<file path="src/hw/rtl/assert_macros.svh">
// Assertion macros shared by the RTL files that check their own logic.
// Every macro expects a clock named clk and an active-low reset named arst_n in scope.
`ifndef ASSERT_MACROS_SVH
`define ASSERT_MACROS_SVH

// Checks that an expression holds at every clock edge outside reset.
`define LCDT_ALWAYS(lbl, expr) \
	lbl: assert property (@(posedge clk) disable iff (!arst_n) (expr)) \
		else $error("lcdt invariant violated");

// Checks that a condition in one cycle is followed by a consequence in the next.
`define LCDT_NEXT(lbl, ante, cons) \
	lbl: assert property (@(posedge clk) disable iff (!arst_n) (ante) |=> (cons)) \
		else $error("lcdt sequence violated");

`endif

</file>
<file path="src/hw/rtl/lcdt_pkg.sv">
// Shared types, register addresses and default sizes for the LCD line timing unit.
// No dependencies; every RTL module imports this package.
package lcdt_pkg;

	localparam int DEF_TOTAL_LINES   = 154;
	localparam int DEF_VISIBLE_LINES = 144;
	localparam int DEF_DOTS_PER_LINE = 4 * 114;
	localparam int DEF_SEARCH_DOTS   = 80;
	localparam int DEF_TRANSFER_DOTS = 172;
	localparam int DEF_PALETTE_BYTES = 64;

	localparam int LINE_W      = 8;
	localparam int DOT_W       = 9;
	localparam int POS_W       = 10;
	localparam int TICK_W      = 7;
	localparam int STORE_IDX_W = 6;

	localparam logic [TICK_W-1:0] CHUNK_DOTS = 7'd80;

	localparam int EN_MODE0 = 0;
	localparam int EN_MODE1 = 1;
	localparam int EN_MODE2 = 2;
	localparam int EN_LYC   = 3;

	localparam logic [15:0] ADDR_LCDC = 16'hFF40;
	localparam logic [15:0] ADDR_STAT = 16'hFF41;
	localparam logic [15:0] ADDR_SCY  = 16'hFF42;
	localparam logic [15:0] ADDR_SCX  = 16'hFF43;
	localparam logic [15:0] ADDR_LY   = 16'hFF44;
	localparam logic [15:0] ADDR_LYC  = 16'hFF45;
	localparam logic [15:0] ADDR_BGP  = 16'hFF47;
	localparam logic [15:0] ADDR_OBP0 = 16'hFF48;
	localparam logic [15:0] ADDR_OBP1 = 16'hFF49;
	localparam logic [15:0] ADDR_WY   = 16'hFF4A;
	localparam logic [15:0] ADDR_WX   = 16'hFF4B;
	localparam logic [15:0] ADDR_BCPS = 16'hFF68;
	localparam logic [15:0] ADDR_BCPD = 16'hFF69;
	localparam logic [15:0] ADDR_OCPS = 16'hFF6A;
	localparam logic [15:0] ADDR_OCPD = 16'hFF6B;

	typedef enum logic [1:0] {
		CMD_TICK  = 2'd0,
		CMD_READ  = 2'd1,
		CMD_WRITE = 2'd2
	} cmd_t;

	typedef enum logic [1:0] {
		MODE_HBLANK   = 2'd0,
		MODE_VBLANK   = 2'd1,
		MODE_SEARCH   = 2'd2,
		MODE_TRANSFER = 2'd3
	} lcd_mode_t;

	typedef enum logic [1:0] {
		RD_SRC_REG,
		RD_SRC_BG,
		RD_SRC_OBJ
	} rd_src_t;

	typedef struct packed {
		logic [1:0]        cmd;
		logic [15:0]       addr;
		logic [7:0]        wdata;
		logic [TICK_W-1:0] dots;
	} item_t;

	typedef struct packed {
		logic              display_on;
		logic [3:0]        irq_en;
		logic [LINE_W-1:0] lyc;
	} timing_cfg_t;

	typedef struct packed {
		lcd_mode_t         mode;
		logic [LINE_W-1:0] line;
		logic [DOT_W-1:0]  dot;
	} timing_status_t;

	typedef struct packed {
		logic vblank;
		logic stat;
		logic draw;
	} flags_t;

	typedef struct packed {
		logic                   re;
		logic                   we;
		logic [STORE_IDX_W-1:0] idx;
		logic [7:0]             wdata;
	} store_req_t;

endpackage

</file>
<file path="src/hw/rtl/lcdt_timing.sv">
// Dot, line and mode counters with the interrupt and draw pulse logic.
// Depends on lcdt_pkg; a tick is handled as up to two chunks of dots.
module lcdt_timing #(
	parameter int TOTAL_LINES   = lcdt_pkg::DEF_TOTAL_LINES,
	parameter int VISIBLE_LINES = lcdt_pkg::DEF_VISIBLE_LINES,
	parameter int DOTS_PER_LINE = lcdt_pkg::DEF_DOTS_PER_LINE,
	parameter int SEARCH_DOTS   = lcdt_pkg::DEF_SEARCH_DOTS,
	parameter int TRANSFER_DOTS = lcdt_pkg::DEF_TRANSFER_DOTS
) (
	input  logic                           clk,
	input  logic                           arst_n,
	input  logic                           tick_req,
	input  logic [lcdt_pkg::TICK_W-1:0]    tick_dots,
	input  lcdt_pkg::timing_cfg_t          cfg,
	output lcdt_pkg::timing_status_t       status,
	output lcdt_pkg::flags_t               flags
);
	import lcdt_pkg::*;

	localparam logic [POS_W-1:0]  LINE_DOTS  = POS_W'(DOTS_PER_LINE);
	localparam logic [POS_W-1:0]  SEARCH_END = POS_W'(SEARCH_DOTS);
	localparam logic [POS_W-1:0]  XFER_END   = POS_W'(SEARCH_DOTS + TRANSFER_DOTS);
	localparam logic [LINE_W-1:0] LAST_LINE  = LINE_W'(TOTAL_LINES - 1);
	localparam logic [LINE_W-1:0] VBL_LINE   = LINE_W'(VISIBLE_LINES);

	typedef struct packed {
		lcd_mode_t         mode;
		logic [LINE_W-1:0] line;
		logic [DOT_W-1:0]  dot;
		logic              vb;
		logic              st;
		logic              dl;
	} chunk_t;

	function automatic chunk_t run_chunk(chunk_t cur, logic [TICK_W-1:0] step,
			logic [3:0] en, logic [LINE_W-1:0] lyc);
		chunk_t r;
		logic [POS_W-1:0] pos;
		r = cur;
		pos = {1'b0, cur.dot} + POS_W'(step);
		if (pos >= LINE_DOTS) begin
			pos = pos - LINE_DOTS;
			r.line = (cur.line == LAST_LINE) ? '0 : cur.line + LINE_W'(1);
			if (en[EN_LYC] && r.line == lyc) begin
				r.st = 1'b1;
			end
			if (r.line >= VBL_LINE && r.mode != MODE_VBLANK) begin
				r.mode = MODE_VBLANK;
				r.vb = 1'b1;
				if (en[EN_MODE1]) begin
					r.st = 1'b1;
				end
			end
		end
		r.dot = pos[DOT_W-1:0];
		if (r.line < VBL_LINE) begin
			if (pos < SEARCH_END) begin
				if (r.mode != MODE_SEARCH) begin
					r.mode = MODE_SEARCH;
					if (en[EN_MODE2]) begin
						r.st = 1'b1;
					end
				end
			end else if (pos < XFER_END) begin
				if (r.mode != MODE_TRANSFER) begin
					r.mode = MODE_TRANSFER;
					r.dl = 1'b1;
				end
			end else if (r.mode != MODE_HBLANK) begin
				r.mode = MODE_HBLANK;
				if (en[EN_MODE0]) begin
					r.st = 1'b1;
				end
			end
		end
		return r;
	endfunction

	lcd_mode_t         mode_q;
	logic [LINE_W-1:0] line_q;
	logic [DOT_W-1:0]  dot_q;

	logic              tick_en;
	logic [TICK_W-1:0] step_a;
	logic [TICK_W-1:0] step_b;
	chunk_t            cur;
	chunk_t            after_a;
	chunk_t            after_b;

	always_comb begin
		tick_en = tick_req && cfg.display_on;
		step_a  = (tick_dots >= CHUNK_DOTS) ? CHUNK_DOTS : tick_dots;
		step_b  = tick_dots - step_a;
		cur     = '{mode: mode_q, line: line_q, dot: dot_q, vb: 1'b0, st: 1'b0, dl: 1'b0};
		after_a = (step_a != '0) ? run_chunk(cur, step_a, cfg.irq_en, cfg.lyc) : cur;
		after_b = (step_b != '0) ? run_chunk(after_a, step_b, cfg.irq_en, cfg.lyc) : after_a;
		flags.vblank = tick_en && after_b.vb;
		flags.stat   = tick_en && after_b.st;
		flags.draw   = tick_en && after_b.dl;
		status.mode  = mode_q;
		status.line  = line_q;
		status.dot   = dot_q;
	end

	always_ff @(posedge clk or negedge arst_n) begin
		if (!arst_n) begin
			mode_q <= MODE_HBLANK;
			line_q <= '0;
			dot_q  <= '0;
		end else if (tick_en) begin
			mode_q <= after_b.mode;
			line_q <= after_b.line;
			dot_q  <= after_b.dot;
		end
	end

endmodule

</file>
<file path="src/hw/rtl/lcdt_regs.sv">
// Register file: control, status enables, scroll, window, compare, palettes and store pointers.
// Depends on lcdt_pkg; drives the access requests of the two colour stores.
module lcdt_regs (
	input  logic                     clk,
	input  logic                     arst_n,
	input  logic                     fire,
	input  lcdt_pkg::item_t          item,
	input  lcdt_pkg::timing_status_t status,
	output lcdt_pkg::timing_cfg_t    cfg,
	output lcdt_pkg::store_req_t     bg_req,
	output lcdt_pkg::store_req_t     obj_req,
	output logic [7:0]               reg_rd,
	output lcdt_pkg::rd_src_t        rd_src
);
	import lcdt_pkg::*;

	function automatic logic [STORE_IDX_W:0] ptr_after_write(logic [STORE_IDX_W:0] ptr);
		logic [STORE_IDX_W-1:0] idx;
		idx = ptr[STORE_IDX_W-1:0];
		if (ptr[STORE_IDX_W]) begin
			idx = idx + STORE_IDX_W'(1);
		end
		return {ptr[STORE_IDX_W], idx};
	endfunction

	logic [7:0]             control_q;
	logic [3:0]             irq_en_q;
	logic [LINE_W-1:0]      lyc_q;
	logic [7:0]             scy_q;
	logic [7:0]             scx_q;
	logic [7:0]             wy_q;
	logic [7:0]             wx_q;
	logic [7:0]             bgp_q;
	logic [7:0]             obp0_q;
	logic [7:0]             obp1_q;
	logic [STORE_IDX_W:0]   bg_ptr_q;
	logic [STORE_IDX_W:0]   obj_ptr_q;

	logic wr;
	logic rd;

	assign wr = fire && item.cmd == CMD_WRITE;
	assign rd = fire && item.cmd == CMD_READ;

	always_ff @(posedge clk or negedge arst_n) begin
		if (!arst_n) begin
			control_q <= '0;
			irq_en_q  <= '0;
			lyc_q     <= '0;
			scy_q     <= '0;
			scx_q     <= '0;
			wy_q      <= '0;
			wx_q      <= '0;
			bgp_q     <= '0;
			obp0_q    <= '0;
			obp1_q    <= '0;
			bg_ptr_q  <= '0;
			obj_ptr_q <= '0;
		end else if (wr) begin
			unique case (item.addr)
				ADDR_LCDC: control_q <= item.wdata;
				ADDR_STAT: irq_en_q  <= item.wdata[6:3];
				ADDR_SCY:  scy_q     <= item.wdata;
				ADDR_SCX:  scx_q     <= item.wdata;
				ADDR_LYC:  lyc_q     <= item.wdata;
				ADDR_BGP:  bgp_q     <= item.wdata;
				ADDR_OBP0: obp0_q    <= item.wdata;
				ADDR_OBP1: obp1_q    <= item.wdata;
				ADDR_WY:   wy_q      <= item.wdata;
				ADDR_WX:   wx_q      <= item.wdata;
				ADDR_BCPS: bg_ptr_q  <= {item.wdata[7], item.wdata[STORE_IDX_W-1:0]};
				ADDR_BCPD: bg_ptr_q  <= ptr_after_write(bg_ptr_q);
				ADDR_OCPS: obj_ptr_q <= {item.wdata[7], item.wdata[STORE_IDX_W-1:0]};
				ADDR_OCPD: obj_ptr_q <= ptr_after_write(obj_ptr_q);
				default: ;
			endcase
		end
	end

	always_comb begin
		cfg.display_on = control_q[7];
		cfg.irq_en     = irq_en_q;
		cfg.lyc        = lyc_q;

		bg_req.re     = rd && item.addr == ADDR_BCPD;
		bg_req.we     = wr && item.addr == ADDR_BCPD;
		bg_req.idx    = bg_ptr_q[STORE_IDX_W-1:0];
		bg_req.wdata  = item.wdata;
		obj_req.re    = rd && item.addr == ADDR_OCPD;
		obj_req.we    = wr && item.addr == ADDR_OCPD;
		obj_req.idx   = obj_ptr_q[STORE_IDX_W-1:0];
		obj_req.wdata = item.wdata;

		rd_src = RD_SRC_REG;
		reg_rd = '0;
		if (item.cmd == CMD_READ) begin
			unique case (item.addr)
				ADDR_LCDC: reg_rd = control_q;
				ADDR_STAT: reg_rd = {1'b0, irq_en_q, status.line == lyc_q, status.mode};
				ADDR_SCY:  reg_rd = scy_q;
				ADDR_SCX:  reg_rd = scx_q;
				ADDR_LY:   reg_rd = status.line;
				ADDR_LYC:  reg_rd = lyc_q;
				ADDR_BGP:  reg_rd = bgp_q;
				ADDR_OBP0: reg_rd = obp0_q;
				ADDR_OBP1: reg_rd = obp1_q;
				ADDR_WY:   reg_rd = wy_q;
				ADDR_WX:   reg_rd = wx_q;
				ADDR_BCPD: rd_src = RD_SRC_BG;
				ADDR_OCPD: rd_src = RD_SRC_OBJ;
				default:   reg_rd = '0;
			endcase
		end
	end

endmodule

</file>
<file path="src/hw/rtl/lcdt_cstore.sv">
// Colour palette store: a byte memory with a registered read port.
// Depends on lcdt_pkg; per-entry valid bits make unwritten entries read as zero.
module lcdt_cstore #(
	parameter int PALETTE_BYTES = lcdt_pkg::DEF_PALETTE_BYTES
) (
	input  logic                 clk,
	input  logic                 arst_n,
	input  lcdt_pkg::store_req_t req,
	output logic [7:0]           rd_data
);
	import lcdt_pkg::*;

	localparam int AW = $clog2(PALETTE_BYTES);

	logic [7:0]               mem [PALETTE_BYTES];
	logic [PALETTE_BYTES-1:0] valid_q;
	logic [7:0]               data_q;
	logic                     hit_q;
	logic                     in_range;
	logic [AW-1:0]            addr;

	assign in_range = (STORE_IDX_W + 1)'(req.idx) < (STORE_IDX_W + 1)'(PALETTE_BYTES);
	assign addr     = req.idx[AW-1:0];

	always_ff @(posedge clk) begin
		if (req.we && in_range) begin
			mem[addr] <= req.wdata;
		end
		if (req.re) begin
			data_q <= mem[addr];
		end
	end

	always_ff @(posedge clk or negedge arst_n) begin
		if (!arst_n) begin
			valid_q <= '0;
			hit_q   <= 1'b0;
		end else begin
			if (req.we && in_range) begin
				valid_q[addr] <= 1'b1;
			end
			if (req.re) begin
				hit_q <= in_range && valid_q[addr];
			end
		end
	end

	assign rd_data = hit_q ? data_q : '0;

endmodule

</file>
<file path="src/hw/rtl/lcd_line_timing_and_registers_unit.sv">
// Top level of the LCD line timing and register unit: input register, result register.
// Depends on lcdt_pkg, lcdt_timing, lcdt_regs, lcdt_cstore and assert_macros.svh.
//
//   channel  handshake              payload
//   in       in_valid / in_stall    cmd, reg_addr, write_data, tick_dots
//   out      out_valid / out_stall  read_data, vblank_irq, stat_irq, draw_line
//
// Every item passes through the input register and then the result register.
// Throughput is one item per cycle while the result is not stalled; the dot, line and mode update is combinational.
// Reset clears the control and counter registers; both colour stores read as zero until written.
// A stalled result holds the input register, which then stalls the input.
module lcd_line_timing_and_registers_unit #(
	parameter int TOTAL_LINES   = lcdt_pkg::DEF_TOTAL_LINES,
	parameter int VISIBLE_LINES = lcdt_pkg::DEF_VISIBLE_LINES,
	parameter int DOTS_PER_LINE = lcdt_pkg::DEF_DOTS_PER_LINE,
	parameter int SEARCH_DOTS   = lcdt_pkg::DEF_SEARCH_DOTS,
	parameter int TRANSFER_DOTS = lcdt_pkg::DEF_TRANSFER_DOTS,
	parameter int PALETTE_BYTES = lcdt_pkg::DEF_PALETTE_BYTES
) (
	input  logic                        clk,
	input  logic                        arst_n,
	input  logic                        in_valid,
	output logic                        in_stall,
	input  logic [1:0]                  cmd,
	input  logic [15:0]                 reg_addr,
	input  logic [7:0]                  write_data,
	input  logic [lcdt_pkg::TICK_W-1:0] tick_dots,
	output logic                        out_valid,
	input  logic                        out_stall,
	output logic [7:0]                  read_data,
	output logic                        vblank_irq,
	output logic                        stat_irq,
	output logic                        draw_line
);
	import lcdt_pkg::*;

	`include "assert_macros.svh"

	localparam logic [LINE_W-1:0] LINE_LIMIT = LINE_W'(TOTAL_LINES);
	localparam logic [LINE_W-1:0] VBL_LINE   = LINE_W'(VISIBLE_LINES);
	localparam logic [DOT_W-1:0]  DOT_LIMIT  = DOT_W'(DOTS_PER_LINE);

	item_t          item_s1;
	logic           valid_s1;
	logic           out_valid_q;
	logic           fire;

	timing_cfg_t    cfg;
	timing_status_t status;
	flags_t         flags;
	flags_t         flags_q;
	store_req_t     bg_req;
	store_req_t     obj_req;
	logic [7:0]     reg_rd;
	logic [7:0]     reg_rd_q;
	rd_src_t        rd_src;
	rd_src_t        rd_src_q;
	logic [7:0]     bg_rd;
	logic [7:0]     obj_rd;

	assign fire     = valid_s1 && (!out_valid_q || !out_stall);
	assign in_stall = valid_s1 && !fire;

	always_ff @(posedge clk or negedge arst_n) begin
		if (!arst_n) begin
			valid_s1 <= 1'b0;
		end else if (!in_stall) begin
			valid_s1 <= in_valid;
		end
	end

	always_ff @(posedge clk) begin
		if (in_valid && !in_stall) begin
			item_s1 <= '{cmd: cmd, addr: reg_addr, wdata: write_data, dots: tick_dots};
		end
	end

	lcdt_timing #(
		.TOTAL_LINES  (TOTAL_LINES),
		.VISIBLE_LINES(VISIBLE_LINES),
		.DOTS_PER_LINE(DOTS_PER_LINE),
		.SEARCH_DOTS  (SEARCH_DOTS),
		.TRANSFER_DOTS(TRANSFER_DOTS)
	) u_timing (
		.clk      (clk),
		.arst_n   (arst_n),
		.tick_req (fire && item_s1.cmd == CMD_TICK),
		.tick_dots(item_s1.dots),
		.cfg      (cfg),
		.status   (status),
		.flags    (flags)
	);

	lcdt_regs u_regs (
		.clk    (clk),
		.arst_n (arst_n),
		.fire   (fire),
		.item   (item_s1),
		.status (status),
		.cfg    (cfg),
		.bg_req (bg_req),
		.obj_req(obj_req),
		.reg_rd (reg_rd),
		.rd_src (rd_src)
	);

	lcdt_cstore #(
		.PALETTE_BYTES(PALETTE_BYTES)
	) u_bg_store (
		.clk    (clk),
		.arst_n (arst_n),
		.req    (bg_req),
		.rd_data(bg_rd)
	);

	lcdt_cstore #(
		.PALETTE_BYTES(PALETTE_BYTES)
	) u_obj_store (
		.clk    (clk),
		.arst_n (arst_n),
		.req    (obj_req),
		.rd_data(obj_rd)
	);

	always_ff @(posedge clk or negedge arst_n) begin
		if (!arst_n) begin
			out_valid_q <= 1'b0;
		end else if (fire) begin
			out_valid_q <= 1'b1;
		end else if (!out_stall) begin
			out_valid_q <= 1'b0;
		end
	end

	always_ff @(posedge clk) begin
		if (fire) begin
			flags_q  <= flags;
			reg_rd_q <= reg_rd;
			rd_src_q <= rd_src;
		end
	end

	always_comb begin
		case (rd_src_q)
			RD_SRC_BG:  read_data = bg_rd;
			RD_SRC_OBJ: read_data = obj_rd;
			default:    read_data = reg_rd_q;
		endcase
	end

	assign out_valid  = out_valid_q;
	assign vblank_irq = flags_q.vblank;
	assign stat_irq   = flags_q.stat;
	assign draw_line  = flags_q.draw;

	`LCDT_NEXT(a_flags_only_on_tick, fire && item_s1.cmd != CMD_TICK, !vblank_irq && !stat_irq && !draw_line)
	`LCDT_ALWAYS(a_line_in_frame, status.line < LINE_LIMIT && (status.line < VBL_LINE || status.mode == MODE_VBLANK))
	`LCDT_ALWAYS(a_dot_in_line, status.dot < DOT_LIMIT)

endmodule
</file>
<file path="config.mk">
export PLATFORM = sky130hd
export DESIGN_NAME = lcd_line_timing_and_registers_unit
export DESIGN_NICKNAME = d
export VERILOG_FILES = /design/src/hw/rtl/lcdt_pkg.sv /design/src/hw/rtl/lcdt_timing.sv /design/src/hw/rtl/lcdt_regs.sv /design/src/hw/rtl/lcdt_cstore.sv /design/src/hw/rtl/lcd_line_timing_and_registers_unit.sv
export VERILOG_INCLUDE_DIRS = /design/src /design/src/hw/rtl
export SDC_FILE = /design/constraint.sdc
export NUM_CORES = 2
export LEC_CHECK = 0
export BUFFER_PORTS_ARGS = -buffer_cell sky130_fd_sc_hd__buf_2
export CORE_ASPECT_RATIO = 0.5
export CORE_MARGIN = 2
export CORE_UTILIZATION = 23
export DETAILED_ROUTE_END_ITERATION = 16
export HOLD_SLACK_MARGIN = 0.06
export PLACE_DENSITY = 0.42
export SYNTH_ARGS = -nofsm -noshare
export SYNTH_HDL_FRONTEND = slang
export SYNTH_SLANG_ARGS = --single-unit
</file>
<file path="constraint.sdc">
create_clock -name clk -period 9.68 [get_ports clk]
set_input_delay 1.936 -clock clk [delete_from_list [all_inputs] [get_ports clk]]
set_output_delay 1.936 -clock clk [all_outputs]
set_load 0.05 [all_outputs]
</file>
==> results.md <==
* Switching Fraction at 0.2182
* DP HPWL at slightly above 90 mm
* CP Launch Type: register
* CTS Buf Count at 137
* Antenna violations before repair at 3
* Critical path data required time at 10.30 ns
* Syn. warnings at 0
* Status: completed
* Pint at slightly above 9 mW
* DR iter-0 viols at 2,747
* CTS clock-pin slew for the worst setup and hold paths at 0.06 ns
* Crit path from: item_s1[4]
* Worst Tran Pin Value at 1.358 ns
* Clk_lat worst skew at 0.78 ns
* Tot GR Track Use at 0.1347
* Clock period minus worst slack at ~7.5 ns
* Ports at 50
* Max VDD drop at 0.1088 mV
* Ranking of synthesized cells by area: edfxtp_1 61%, dfrtp_1 11%, a22oi_1 5.9%, mux2_2 1.8%, a221oi_1 1.7%
* Maxcap violations at 0
* Die Y at 343.7 um
* H-tree levels at 4
* Synth Flop Type: edfxtp_1
* CTS tree: built
* Worst-path fanout max at 11
* Leak pwr at 20.59 nW
* Min-delay src: u_bg_store.valid_q[35]
* Vias at 32,150
* Wirelength per Cell at between 20 and 25 um
* Area after DPL at 56,940 um2
* Setup TNS at 0 ns
* Avg Inst Size Synth at roughly 15 um2
* CTS max path bufs at 3
* Clk Tree Root Cell: clkbuf_16
* Setup CP Type: register to register
* PD cells at 192.1 nW/um2
* Total setup buffers inserted after CTS at 0
* Area fraction of the dominant cell type after synthesis at 0.6143
* Vias/cell at 4.754
* Final RePlAce weighted congestion at 0.8014
* Layout cells sized above 1 at 0.1595
* Post-CTS resize count at 0
* Synthesized netlist cell count at roughly 3,500
* HP Class: register to register
* Final Max Slew Viols at 0
* Final Hold Fails at 0
* RSZ-0062 raised after global routing: false
* Core Area at 229,000 um2
* Post-synth EDFFs at 1,086
* Fin nets at 3,623
* Die area at 234,900 um2
* Final WL at between 150 and 200 mm
* Crit end category: register
* Critical Path AT at 8.08 ns
* Setup Skew at about 0.029 ns
* Num Clock Sinks at 1,327
* Highest clock rate at 134.1 MHz
* Gr ovfl total at 0
* IO Port Bufs at 49
* Combinational share of power at 0.030
* Hold_buf cts at 0
* Slew HR at 0.08739
* FILL cells at 23,310
* Post-synthesis sequential area ratio at 0.7279
* Post-Syn Area at 53,090 um2
* Worst R2R Start: item_s1[4]
* Cell row count at 124
* Synth top cells by count: 1,086 x edfxtp_1, 416 x a22oi_1, 241 x dfrtp_1, 230 x nor2_1, 185 x clkbuf_1
* Area leader, netlist: edfxtp_1
* Count of different cell masters after synthesis at 91
* Clock share of power at 0.443
* #FFs+latches synth at 1,327
* Post-route DRC at 0
* Largest net degree at the start of global routing at 94
* TritonRoute pass-1 iters at 7
* Post-route ant nets at 0
* Sequential share of power at 0.528
* Setup violators final at 0
* Post-Syn Nets at 3,590
* First-pass GRT wire length at ~240 mm
* Layout area overhead at 15.50%
* Cell area after layout at between 60,000 and 70,000 um2
* Die width at 683.4 um
* Top-count cell post-synth: edfxtp_1
* Vias in the first global route at roughly 33,000
* FFs w/ async S/R, synth at 0.1816
* Starting Density at 0.2318
* Sw power at 2.570 mW
* Period utilization at 0.7702
-- registers in the layout (all words and copies together) (netlist names), 4 cells and up --
name                 count
u_bg_store.mem         512
u_obj_store.mem        512
u_bg_store.valid_q      64
u_obj_store.valid_q     64
item_s1                 33
u_timing.dot_q           9
reg_rd_q                 8
u_bg_store.data_q        8
u_obj_store.data_q       8
u_regs.bgp_q             8
u_regs.control_q         8
u_regs.lyc_q             8
u_regs.obp0_q            8
u_regs.obp1_q            8
u_regs.scx_q             8
u_regs.scy_q             8
u_regs.wx_q              8
u_regs.wy_q              8
u_timing.line_q          8
u_regs.bg_ptr_q          7
u_regs.obj_ptr_q         7
u_regs.irq_en_q          4
-- final timing paths --
path	endpoint	slack (ns)	depth (start not counted)
worst max-delay path	stat_irq	2.22	25
worst min-delay path	u_bg_store.valid_q[35]	0.46	1
worst max register to register	stat_irq	2.22	25
worst min register to register	u_bg_store.valid_q[35]	0.46	1
max in group asynchronous	u_obj_store.valid_q[12]	6.31	3
min in group asynchronous	u_bg_store.valid_q[49]	1.11	1
-- placed cells by master, fill, tap and decap left out, types with 25 or more instances in the layout --
cell type  netlist  final
a21oi_1         79     79
a221oi_1       104    104
a22o_1          97     97
a22oi_1        416    416
a31oi_1         60     60
buf_2            5     48
buf_4            5     65
clkbuf_1       185     45
clkbuf_16        0    139
dfrtp_1        241    239
edfxtp_1      1086   1086
ha_1            25     25
mux2_2          84     84
nand2_1        103    103
nand3_1         44     44
nand4_1         99     99
nor2_1         230    227
nor3_1          33     30
o211ai_1        34     34
o21ai_0         91     91
or2_2          139    139
-- per-stage QoR --
step / power (mW) / utilization / setup slack [ns] / cells / hold WS (ns)
3_5_place_dp: 6.687 / 0.2486 / 2.298 / 6507 / 0.4524
2_1_floorplan: 6.543 / - / 3.490 / 3526 / 0.4396
4_1_cts: 11.91 / 0.2678 / 2.236 / 6761 / 0.4668
5_1_grt: 12.15 / 0.2678 / 1.488 / 6761 / 0.4783
6_report: 11.78 / 0.2678 / 2.225 / 6762 / 0.4650
3_3_place_gp: 6.677 / 0.2486 / 2.470 / 6507 / 0.4499
-- worst max-delay path, cell delays in order, from the launching register on --
cell	delay (ns)
edfxtp_1	0.47
o21ai_1	0.47
and2_1	0.20
ha_1	0.20
inv_1	0.08
fa_1	0.43
and2b_1	0.27
o22a_2	0.20
mux2i_2	0.29
a41oi_4	0.22
a41oi_2	0.52
mux2_2	0.40
a21oi_1	0.21
ha_1	0.26
inv_1	0.09
a211oi_1	0.28
o21ai_0	0.14
a21oi_1	0.45
nor2b_1	0.22
o311a_1	0.24
o211ai_2	0.29
mux2_2	0.37
a211oi_1	0.41
o211ai_1	0.15
a211o_1	0.32
a21oi_2	0.13
-- power by group through the flow --
stage | sequential [mW] | clock [mW] | combinational (mW)
floorplan | 6.38 | 0 | 0.168
global placement | 6.34 | 0 | 0.341
detailed placement | 6.34 | 0 | 0.351
CTS | 6.22 | 5.34 | 0.353
global route | 6.21 | 5.55 | 0.385
finish | 6.22 | 5.21 | 0.349
-- cell type report --
class | instances | area (um2) | share of cell area
clock buffers | 198 | 3840 | 0.06262
repair buffers | 114 | 743.2 | 0.01212
diodes | 1 | 2.502 | 0.00004081
well taps | 3087 | 3862 | 0.06299
flip-flops and latches | 1327 | 38640 | 0.6302
multi-input cells | 1955 | 13600 | 0.2218
clock inverters | 56 | 536.8 | 0.008754
inverters | 24 | 90.09 | 0.001469
-- kinds of logic after synthesis --
kind of cell	count (synthesis)	synth area share
DFF	1327	0.7279
AOI/OAI and AO/OA	994	0.1395
and+or+nand+nor	777	0.07584
buffers and inverters	244	0.01772
muxes	114	0.02538
xor gates and xnor gates	42	0.006929
adders and majority gates	27	0.006646
other	1	0.00007064
-- routing by layer --
layer / part of all wire / vias to the layer above / track usage
li1: - / 14200 / -
met1: 0.46 / 16840 / 0.1873
met2: 0.47 / 908 / 0.2195
met3: 0.048 / 205 / 0.02049
met4: 0.021 / 0 / 0.03580
met5: 0 / - / 0
(Power assumes the default switching activity.)
